`src/rtl/core/tst_pkg.sv`:
```
// ----------------------------------------------------------------------------
// tst_pkg: shared types and codes for the topic subscription table
// Opcodes, result status codes, command record and back-end state type.
// ----------------------------------------------------------------------------
package tst_pkg;

  localparam int unsigned CLIENT_W = 22;
  localparam int unsigned TOPIC_W  = 16;

  typedef enum logic [1:0] {
    OP_SUB   = 2'd0,
    OP_UNSUB = 2'd1,
    OP_SEND  = 2'd2,
    OP_NONE  = 2'd3
  } op_t;

  typedef enum logic [1:0] {
    ST_OK       = 2'd0,
    ST_FULL     = 2'd1,
    ST_NOTFOUND = 2'd2,
    ST_NOMATCH  = 2'd3
  } status_t;

  // one classified command handed from the front end to the back end
  typedef struct packed {
    op_t                 op;
    logic [CLIENT_W-1:0] client;
    logic [TOPIC_W-1:0]  topic;
  } cmd_t;

  typedef enum logic [2:0] {
    BE_IDLE,
    BE_SUB,
    BE_SCAN,
    BE_MOVE,
    BE_DONE
  } be_state_t;

endpackage

```
`src/rtl/core/topic_subscription_table.sv`:
```
// ----------------------------------------------------------------------------
// topic_subscription_table: subscription table for a publish/subscribe broker
// Stores (client, topic) pairs, removes by swap with the last entry, and
// lists the subscribers of a topic in slot order.
// ----------------------------------------------------------------------------
//  channel  | signals                                   | direction
//  ---------+-------------------------------------------+----------
//  in_      | valid, stall, op, client_id, topic_key    | into block
//  out_     | valid, stall, dest_id, status, last       | out of block
//
// Subscribe passes through the command queue and the BE_SUB state to the output
// register. Unsubscribe and send walk the entry memory one slot a cycle through
// its single read port, unless an output stall holds a send. A two-deep command
// queue takes new items while the engine works. Reset empties the table at once;
// the unused opcode is dropped.
module topic_subscription_table #(
  parameter int unsigned TABLE_DEPTH = 64
) (
  input  logic                         clk,
  input  logic                         rst_n,
  input  logic                         in_valid,
  output logic                         in_stall,
  input  logic [1:0]                   in_op,
  input  logic [tst_pkg::CLIENT_W-1:0] in_client_id,
  input  logic [tst_pkg::TOPIC_W-1:0]  in_topic_key,
  output logic                         out_valid,
  input  logic                         out_stall,
  output logic [tst_pkg::CLIENT_W-1:0] out_dest_id,
  output logic [1:0]                   out_status,
  output logic                         out_last
);

  logic          cmd_valid, cmd_take;
  tst_pkg::cmd_t cmd;

  tst_front u_front (
    .clk, .rst_n, .in_valid, .in_stall, .in_op, .in_client_id, .in_topic_key,
    .cmd_valid, .cmd_take, .cmd
  );

  tst_back #(.TABLE_DEPTH(TABLE_DEPTH)) u_back (
    .clk, .rst_n, .cmd_valid, .cmd_take, .cmd,
    .out_valid, .out_stall, .out_dest_id, .out_status, .out_last
  );

  // a non-delivery status always closes its item
  a_status_last: assert property (@(posedge clk) disable iff (!rst_n)
    out_valid && out_status != tst_pkg::ST_OK |-> out_last)
    else $error("non-ok status without last");

  a_zero_dest: assert property (@(posedge clk) disable iff (!rst_n)
    out_valid && out_status != tst_pkg::ST_OK |-> out_dest_id == '0)
    else $error("nonzero dest on failure result");

  a_take_idle: assert property (@(posedge clk) disable iff (!rst_n)
    cmd_take |=> !cmd_take)
    else $error("engine took two commands back to back");

endmodule

```
`src/rtl/core/tst_front.sv`:
```
// ----------------------------------------------------------------------------
// tst_front: input stage and command queue
// Accepts items, drops the unused opcode, and holds up to two commands.
// ----------------------------------------------------------------------------
module tst_front (
  input  logic                                clk,
  input  logic                                rst_n,
  input  logic                                in_valid,
  output logic                                in_stall,
  input  logic [1:0]                          in_op,
  input  logic [tst_pkg::CLIENT_W-1:0]        in_client_id,
  input  logic [tst_pkg::TOPIC_W-1:0]         in_topic_key,
  output logic                                cmd_valid,
  input  logic                                cmd_take,
  output tst_pkg::cmd_t                       cmd
);

  tst_pkg::cmd_t q_r [2];
  logic          wp_r, rp_r;
  logic [1:0]    cnt_r;
  logic          push, pop;
  tst_pkg::cmd_t inc;

  assign in_stall  = (cnt_r == 2'd2);
  assign inc.op     = tst_pkg::op_t'(in_op);
  assign inc.client = in_client_id;
  assign inc.topic  = in_topic_key;
  // drop the unused opcode here: it yields no result
  assign push      = in_valid && !in_stall && (inc.op != tst_pkg::OP_NONE);
  assign pop       = cmd_take && cmd_valid;
  assign cmd_valid = (cnt_r != 2'd0);
  assign cmd       = q_r[rp_r];

  always_ff @(posedge clk) begin
    if (push) q_r[wp_r] <= inc;
  end

  always_ff @(posedge clk) begin
    if (!rst_n) begin
      wp_r  <= 1'b0;
      rp_r  <= 1'b0;
      cnt_r <= 2'd0;
    end else begin
      if (push) wp_r <= ~wp_r;
      if (pop)  rp_r <= ~rp_r;
      cnt_r <= cnt_r + {1'b0, push} - {1'b0, pop};
    end
  end

endmodule

```
`src/rtl/core/tst_back.sv`:
```
// ----------------------------------------------------------------------------
// tst_back: table engine holding the entry memory
// Walks it one slot a cycle for unsubscribe and send unless a stall holds a send.
// ----------------------------------------------------------------------------
module tst_back #(
  parameter int unsigned TABLE_DEPTH = 64
) (
  input  logic                                clk,
  input  logic                                rst_n,
  input  logic                                cmd_valid,
  output logic                                cmd_take,
  input  tst_pkg::cmd_t                       cmd,
  output logic                                out_valid,
  input  logic                                out_stall,
  output logic [tst_pkg::CLIENT_W-1:0]        out_dest_id,
  output logic [1:0]                          out_status,
  output logic                                out_last
);

  localparam int unsigned AW = (TABLE_DEPTH > 1) ? $clog2(TABLE_DEPTH) : 1;
  localparam int unsigned CW = $clog2(TABLE_DEPTH + 1);
  localparam logic [CW-1:0] DEPTH_C = CW'(TABLE_DEPTH);

  logic [tst_pkg::CLIENT_W-1:0] mem_c [TABLE_DEPTH];
  logic [tst_pkg::TOPIC_W-1:0]  mem_t [TABLE_DEPTH];

  tst_pkg::be_state_t state_r, state_nxt;
  tst_pkg::cmd_t      cur_r;
  logic [CW-1:0]      count_r;
  logic [CW-1:0]      idx_r, idx_nxt;   // slot being read this cycle
  logic               rd_v_r;           // read data valid for slot idx_r-1
  logic [tst_pkg::CLIENT_W-1:0] rd_c_r;
  logic [tst_pkg::TOPIC_W-1:0]  rd_t_r;
  logic [AW-1:0]      hit_r;            // unsubscribe slot to fill
  logic               hit_any_r;        // a send delivered or an unsubscribe matched at least once
  // pending delivered result, released when the next hit or the end is known
  logic               pend_r;
  logic [tst_pkg::CLIENT_W-1:0] pend_id_r;

  logic               ov_r;
  logic [tst_pkg::CLIENT_W-1:0] od_r;
  logic [1:0]         os_r;
  logic               ol_r;
  logic               oslot;            // output register free this cycle
  logic               ov_set;           // a result is loaded this cycle

  logic [AW-1:0]      rd_addr;
  logic               rd_en;
  logic               mem_we;
  logic [AW-1:0]      wr_addr;
  logic [tst_pkg::CLIENT_W-1:0] wr_c;
  logic [tst_pkg::TOPIC_W-1:0]  wr_t;
  logic               scan_end;
  logic               match;
  logic               send_hold;

  assign out_valid   = ov_r;
  assign out_dest_id = od_r;
  assign out_status  = os_r;
  assign out_last    = ol_r;
  assign oslot       = !ov_r || !out_stall;

  assign scan_end = (idx_r == count_r);
  assign match = rd_v_r && (rd_t_r == cur_r.topic) &&
                 ((cur_r.op == tst_pkg::OP_SEND) || (rd_c_r == cur_r.client));

  assign send_hold = (state_r == tst_pkg::BE_SCAN) && (cur_r.op == tst_pkg::OP_SEND)
                     && !oslot && match && pend_r;

  assign ov_set = (state_r == tst_pkg::BE_SUB) || (state_r == tst_pkg::BE_DONE) ||
                  ((state_r == tst_pkg::BE_SCAN) && (cur_r.op == tst_pkg::OP_SEND) &&
                   match && pend_r && !send_hold);

  // next state
  always_comb begin
    state_nxt = state_r;
    case (state_r)
      tst_pkg::BE_IDLE:
        if (cmd_valid) begin
          state_nxt = (cmd.op == tst_pkg::OP_SUB) ? tst_pkg::BE_SUB : tst_pkg::BE_SCAN;
        end
      tst_pkg::BE_SUB:  if (oslot) state_nxt = tst_pkg::BE_IDLE;
      tst_pkg::BE_SCAN:
        if (cur_r.op == tst_pkg::OP_UNSUB) begin
          if (match) state_nxt = tst_pkg::BE_MOVE;
          else if (scan_end && !rd_v_r) state_nxt = tst_pkg::BE_DONE;
        end else if (oslot && scan_end && !rd_v_r) begin
          state_nxt = tst_pkg::BE_DONE;
        end
      tst_pkg::BE_MOVE: if (rd_v_r) state_nxt = tst_pkg::BE_DONE;
      tst_pkg::BE_DONE: if (oslot) state_nxt = tst_pkg::BE_IDLE;
      default: state_nxt = tst_pkg::BE_IDLE;
    endcase
  end

  // outputs of the state machine: memory port control and scan advance
  always_comb begin
    cmd_take = 1'b0;
    rd_en    = 1'b0;
    rd_addr  = idx_r[AW-1:0];
    idx_nxt  = idx_r;
    mem_we   = 1'b0;
    wr_addr  = count_r[AW-1:0];
    wr_c     = cur_r.client;
    wr_t     = cur_r.topic;
    case (state_r)
      tst_pkg::BE_IDLE: begin
        cmd_take = cmd_valid;
        idx_nxt  = '0;
      end
      tst_pkg::BE_SUB:
        mem_we = oslot && (count_r != DEPTH_C);
      tst_pkg::BE_SCAN: begin
        // a send holds while a delivered result waits for the output slot
        if (!scan_end && ((cur_r.op == tst_pkg::OP_UNSUB && !match) ||
            (cur_r.op == tst_pkg::OP_SEND && (oslot || !(match && pend_r))))) begin
          rd_en   = 1'b1;
          idx_nxt = idx_r + 1'b1;
        end
        if (cur_r.op == tst_pkg::OP_UNSUB && match) begin
          rd_en   = 1'b1;
          rd_addr = AW'(count_r - 1'b1);
        end
      end
      tst_pkg::BE_MOVE: begin
        mem_we  = rd_v_r;
        wr_addr = hit_r;
        wr_c    = rd_c_r;
        wr_t    = rd_t_r;
      end
      default: ;
    endcase
  end

  always_ff @(posedge clk) begin
    if (mem_we) begin
      mem_c[wr_addr] <= wr_c;
      mem_t[wr_addr] <= wr_t;
    end
    if (rd_en) begin
      rd_c_r <= mem_c[rd_addr];
      rd_t_r <= mem_t[rd_addr];
    end
    if (cmd_take) cur_r <= cmd;
    if (state_r == tst_pkg::BE_SCAN && match && !send_hold) begin
      hit_r <= AW'(idx_r - 1'b1);
      pend_id_r <= rd_c_r;
    end
  end

  always_ff @(posedge clk) begin
    if (!rst_n) begin
      state_r   <= tst_pkg::BE_IDLE;
      count_r   <= '0;
      idx_r     <= '0;
      rd_v_r    <= 1'b0;
      pend_r    <= 1'b0;
      hit_any_r <= 1'b0;
      ov_r      <= 1'b0;
      od_r      <= '0;
      os_r      <= '0;
      ol_r      <= 1'b0;
    end else begin
      state_r <= state_nxt;
      idx_r   <= idx_nxt;
      if (!send_hold) rd_v_r <= rd_en;
      if (oslot) ov_r <= ov_set;
      case (state_r)
        tst_pkg::BE_IDLE: begin
          pend_r    <= 1'b0;
          hit_any_r <= 1'b0;
        end
        tst_pkg::BE_SUB:
          if (oslot) begin
            od_r <= '0;
            ol_r <= 1'b1;
            if (count_r != DEPTH_C) begin
              os_r    <= tst_pkg::ST_OK;
              count_r <= count_r + 1'b1;
            end else begin
              os_r <= tst_pkg::ST_FULL;
            end
          end
        tst_pkg::BE_SCAN:
          if (cur_r.op == tst_pkg::OP_SEND && !send_hold) begin
            if (match) begin
              pend_r    <= 1'b1;
              hit_any_r <= 1'b1;
              if (pend_r) begin
                od_r <= pend_id_r;
                os_r <= tst_pkg::ST_OK;
                ol_r <= 1'b0;
              end
            end
          end else if (cur_r.op == tst_pkg::OP_UNSUB && match) begin
            hit_any_r <= 1'b1;
          end
        tst_pkg::BE_MOVE:
          if (rd_v_r) count_r <= count_r - 1'b1;
        tst_pkg::BE_DONE:
          if (oslot) begin
            ol_r <= 1'b1;
            if (cur_r.op == tst_pkg::OP_SEND) begin
              od_r <= hit_any_r ? pend_id_r : '0;
              os_r <= hit_any_r ? tst_pkg::ST_OK : tst_pkg::ST_NOMATCH;
            end else begin
              od_r <= '0;
              os_r <= hit_any_r ? tst_pkg::ST_OK : tst_pkg::ST_NOTFOUND;
            end
          end
        default: ;
      endcase
    end
  end

endmodule

```
`config.mk`:
```
export PLATFORM = sky130hd
export DESIGN_NAME = topic_subscription_table
export DESIGN_NICKNAME = d
export VERILOG_FILES = /design/src/rtl/core/tst_pkg.sv /design/src/rtl/core/topic_subscription_table.sv /design/src/rtl/core/tst_front.sv /design/src/rtl/core/tst_back.sv
export SDC_FILE = /design/constraint.sdc
export NUM_CORES = 2
export LEC_CHECK = 0
export BUFFER_PORTS_ARGS = -buffer_cell sky130_fd_sc_hd__buf_2
export CAP_MARGIN = 5
export CORE_ASPECT_RATIO = 1.2
export CORE_UTILIZATION = 55
export CTS_CLUSTER_SIZE = 30
export DETAILED_ROUTE_END_ITERATION = 12
export PLACE_DENSITY_LB_ADDON = 0.25
export SLEW_MARGIN = 15
export SYNTH_ARGS = -nofsm -noshare
export SYNTH_HDL_FRONTEND = slang
export SYNTH_SLANG_ARGS = --single-unit
export TNS_END_PERCENT = 10
```
`constraint.sdc`:
```
create_clock -name clk -period 5.3 [get_ports clk]
set_input_delay 0.53 -clock clk [delete_from_list [all_inputs] [get_ports clk]]
set_output_delay 0.53 -clock clk [all_outputs]
set_load 0.03 [all_outputs]
```
==> flow_metrics.tcl <==
set metrics [dict create \
    async_reset_ff_share_pct 0 \
    layout-drive-gt1-share_pct 12.5 \
    min_path_type "in2reg" \
    p_leak_uw 0.0402 \
    htreeDepth 4 \
    overflow 0 \
    routabilityCongestion 0.960 \
    synthFlopType "edfxtp_1" \
    synth_compound_area_share_pct 5.50 \
    min_period_ns 5.24 \
    end_kind "register" \
    crit_arrival_ns 5.85 \
    routed_wl_um 318000 \
    postPlaceCellArea_sq_um 111000 \
    synth_top_family_by_area "simple AND/OR/NAND/NOR gates" \
    ioPinCount 71 \
    first_pass_iters 8 \
    yosysTopAreaCellShare_pct 75.2 \
    drv_slew 0 \
    power_uw 49500 \
    synth.area.mux_share_pct 3.46 \
    via_per_inst 6.42 \
    synth_area_per_cell_sq_um 13.8 \
    grt_usage_pct 32.9 \
    rows 174 \
    clk_pin_slew_ns 0.07 \
    die_h_um 480 \
    root_buffer "clkbuf_16" \
    synth_cell_types 70 \
    ys_ff_latch 2669 \
    synthTopCellsByArea "edfxtp_1 75%, nand2_1 7.4%, mux2i_1 2.7%" \
    fill_cells 13400 \
    critical-path-max-stage-delay_ns 0.60 \
    fp.dieArea_sq_um 192000 \
    cp-start-kind "register" \
    yosys.area_share.xor_xnor_pct 0.561 \
    yosys.area_share.adder_pct 0.0838 \
    drc 0 \
    die_x_um 400 \
    num_vias 67700 \
    syn_inst 7571 \
    setup_violations 0 \
    post-place-ws_ns -0.315 \
    fmax_mhz 191 \
    fp.coreArea_sq_um 188000 \
    place_hpwl_um 184000 \
    crit_slowest_cell "edfxtp_1" \
    worstPathMaxFanout 35 \
    initial_core_util_pct 55.6 \
    synth-simple-area-share_pct 12.4 \
    hold_viol_final 0 \
    wl_per_cell_um 30.2 \
    clock-sinks 2669 \
    vdd_ir_drop_max_uv 389 \
    portBuffers 70 \
    fin_tns_setup_ns 0 \
    finalClockSkew_ns 0.0388 \
    drt_iter0_markers 10600 \
    finalWorstSetupSlack_ns 0.0568 \
    tritoncts "yes" \
    rsz0062_at_grt "yes" \
    fin_cells 10500 \
    area_growth_syn_to_layout_pct 14.4 \
    clk_path_buf_depth 3 \
    synth_nets 7622 \
    ys_seq_area_share_pct 76.2 \
    finalCritPeriodShare_pct 98.9 \
    yosys_warnings 0 \
    intPower_uw 37000 \
    synthesis.area_sq_um 105000 \
    worstMarginPinSlew_ns 1.23 \
    powerDensity_nw_per_um2 414 \
    stdcell_area_sq_um 120000 \
    antenna_found_initial 7 \
    final_nets 7907 \
    clk_latency_ns 0.92 \
    switching_share_pct 25.2 \
    p_seq_share_pct 53.6 \
    ant_nets 1 \
    cts_inserted_buffers 237 \
    yosysTopAreaCell "edfxtp_1" \
    place_inst 10000 \
    drv_cap 0 \
    violations "antenna rules" \
    grt_pass1_wl_um 451000 \
    worstPathCellList "xor2_1 -> nor4_2 -> nand4_1 -> o41ai_4 -> nand3_1 -> and2_4 -> buf_12 -> buf_12 -> nand2_1 -> buf_4 -> a21oi_1 -> nor4_1 -> buf_4 -> nand4_1 -> or4_1" \
    required_ns 5.91 \
    p_sw_uw 12500 \
    grt_pass1_vias 64400 \
    pwr-share-clk_pct 35.4 \
    slew_headroom_pct 17.9 \
    grt_max_degree 90 \
    p_comb_share_pct 11.0 \
    critical_path_class "reg2reg" \
    synth_edf_count 2618 \
    status "finished with violations" \
]
-- what timing repair did --
| action | CTS | global route |
|---|---|---|
| resized for setup | 2 | 3 |
| setup buffers | 15 | 0 |
| hold buffers | 42 | 0 |
| gates cloned | 1 | 0 |
| endpoints found under the setup margin | 10 | 3 |
| endpoints found under the hold margin | 90 | 0 |
| pin swaps | 4 | 0 |
-- critical path, delay by kind of cell (launching register included) --
family / cells / cell delay, ns
and+or+nand+nor: 8 / 2.73
buffers and inverters: 4 / 0.76
AOI/OAI and AO/OA: 2 / 0.61
DFF: 1 / 0.60
xor gates and xnor gates: 1 / 0.23
-- metal layers --
layer  GRT usage [%]  wire length [um]  share of wire (%)
met2            51.2            147000                 46
met3            6.96             38800                 12
met4            15.2             16400                5.2
met5               0                 0                  0
met1            44.7            116000                 36
-- final timing paths --
kind | start | endpoint | slack (ns) | cells past startpoint
min | in_valid | u_front.wp_r | 0.17 | 4
min reg2reg | u_back.out_dest_id[8] | u_back.out_dest_id[8] | 0.46 | 2
max | u_back.rd_c_r[15] | u_back.rd_c_r[8] | 0.06 | 15
max reg2reg | u_back.rd_c_r[15] | u_back.rd_c_r[8] | 0.06 | 15
-- cells in the mapped netlist (5+ instances only) --
cell,number
a32o_1,5
o2111ai_1,33
xnor2_1,24
nand2b_1,7
nor2b_1,8
clkbuf_1,223
a22oi_1,15
a21oi_1,415
buf_2,117
dfxtp_1,51
a221oi_1,37
a311oi_1,6
nor4_1,37
a221o_1,9
and3_1,18
buf_1,98
a32oi_1,24
a21o_1,6
or3_1,25
nand3_1,568
a211oi_1,8
xor2_1,43
nand4_1,124
o21ai_0,166
mux2_2,66
a222oi_1,6
mux2i_1,284
ha_1,7
inv_1,14
o22ai_1,44
or4_1,24
edfxtp_1,2618
nor3_1,28
nand3b_1,5
a31oi_1,118
nand2_1,2068
and2_1,15
o31ai_1,12
nor2_1,131
-- flip-flops by register name (all words and copies together), names as in the netlist, 16 cells and up, named ones only --
| register | count |
|---|---|
| u_back.mem_c | 1408 |
| u_back.mem_t | 1024 |
| u_back.rd_c_r | 22 |
| u_front.q_r | 80 |
| u_back.pend_id_r | 22 |
| u_back.cur_r | 40 |
| u_back.out_dest_id | 22 |
| u_back.rd_t_r | 16 |
-- power by group through the flow --
stage | Clock (uW) | Combinational [uW] | Sequential [uW]
after global routing | 18400 | 5690 | 26600
after global placement | 0 | 5000 | 27000
after detailed placement | 0 | 5160 | 27000
after CTS | 17600 | 5230 | 26600
final | 17500 | 5440 | 26500
after floorplan | 0 | 2750 | 27000
-- through the flow --
step           utilization (%)  hold slack (ns)
2_1_floorplan                -            0.471
3_3_place_gp              59.0            0.439
3_5_place_dp              59.0            0.451
4_1_cts                   63.5            0.130
5_1_grt                   63.6            0.162
6_report                  63.6            0.167
-- kinds of logic after synthesis --
family | after synthesis
mux | 352
buf+inv | 454
fa+ha+maj | 7
xor+xnor | 67
compound gates | 955
flops | 2669
simple gates | 3067
-- layout make-up --
class / count / area [sq um] / area share, %
clock buffers: 300 / 6440 / 5.38
repair buffers: 484 / 4900 / 4.10
multi-input cells: 4449 / 24000 / 20.0
flip-flops and latches: 2669 / 79600 / 66.6
inverters: 15 / 56.3 / 0.0471
diodes: 7 / 17.5 / 0.0146
well taps: 2464 / 3080 / 2.58
clock inverters: 146 / 1480 / 1.24
-- cell usage in the layout, fill, tap and decap left out, types with 44 or more instances in the layout --
master	instances
a21oi_1	413
a31oi_1	116
buf_2	70
o22ai_1	44
clkinv_2	46
mux2i_1	282
nor2_1	64
clkbuf_16	244
nand2_1	2028
o21ai_0	164
nand4_1	124
mux2_2	66
clkbuf_1	44
clkinv_1	50
nor2_4	68
nand3_1	568
buf_4	265
edfxtp_1	2618
dfxtp_1	50
buf_12	106
No activity file was read; power rests on OpenSTA's default activity.
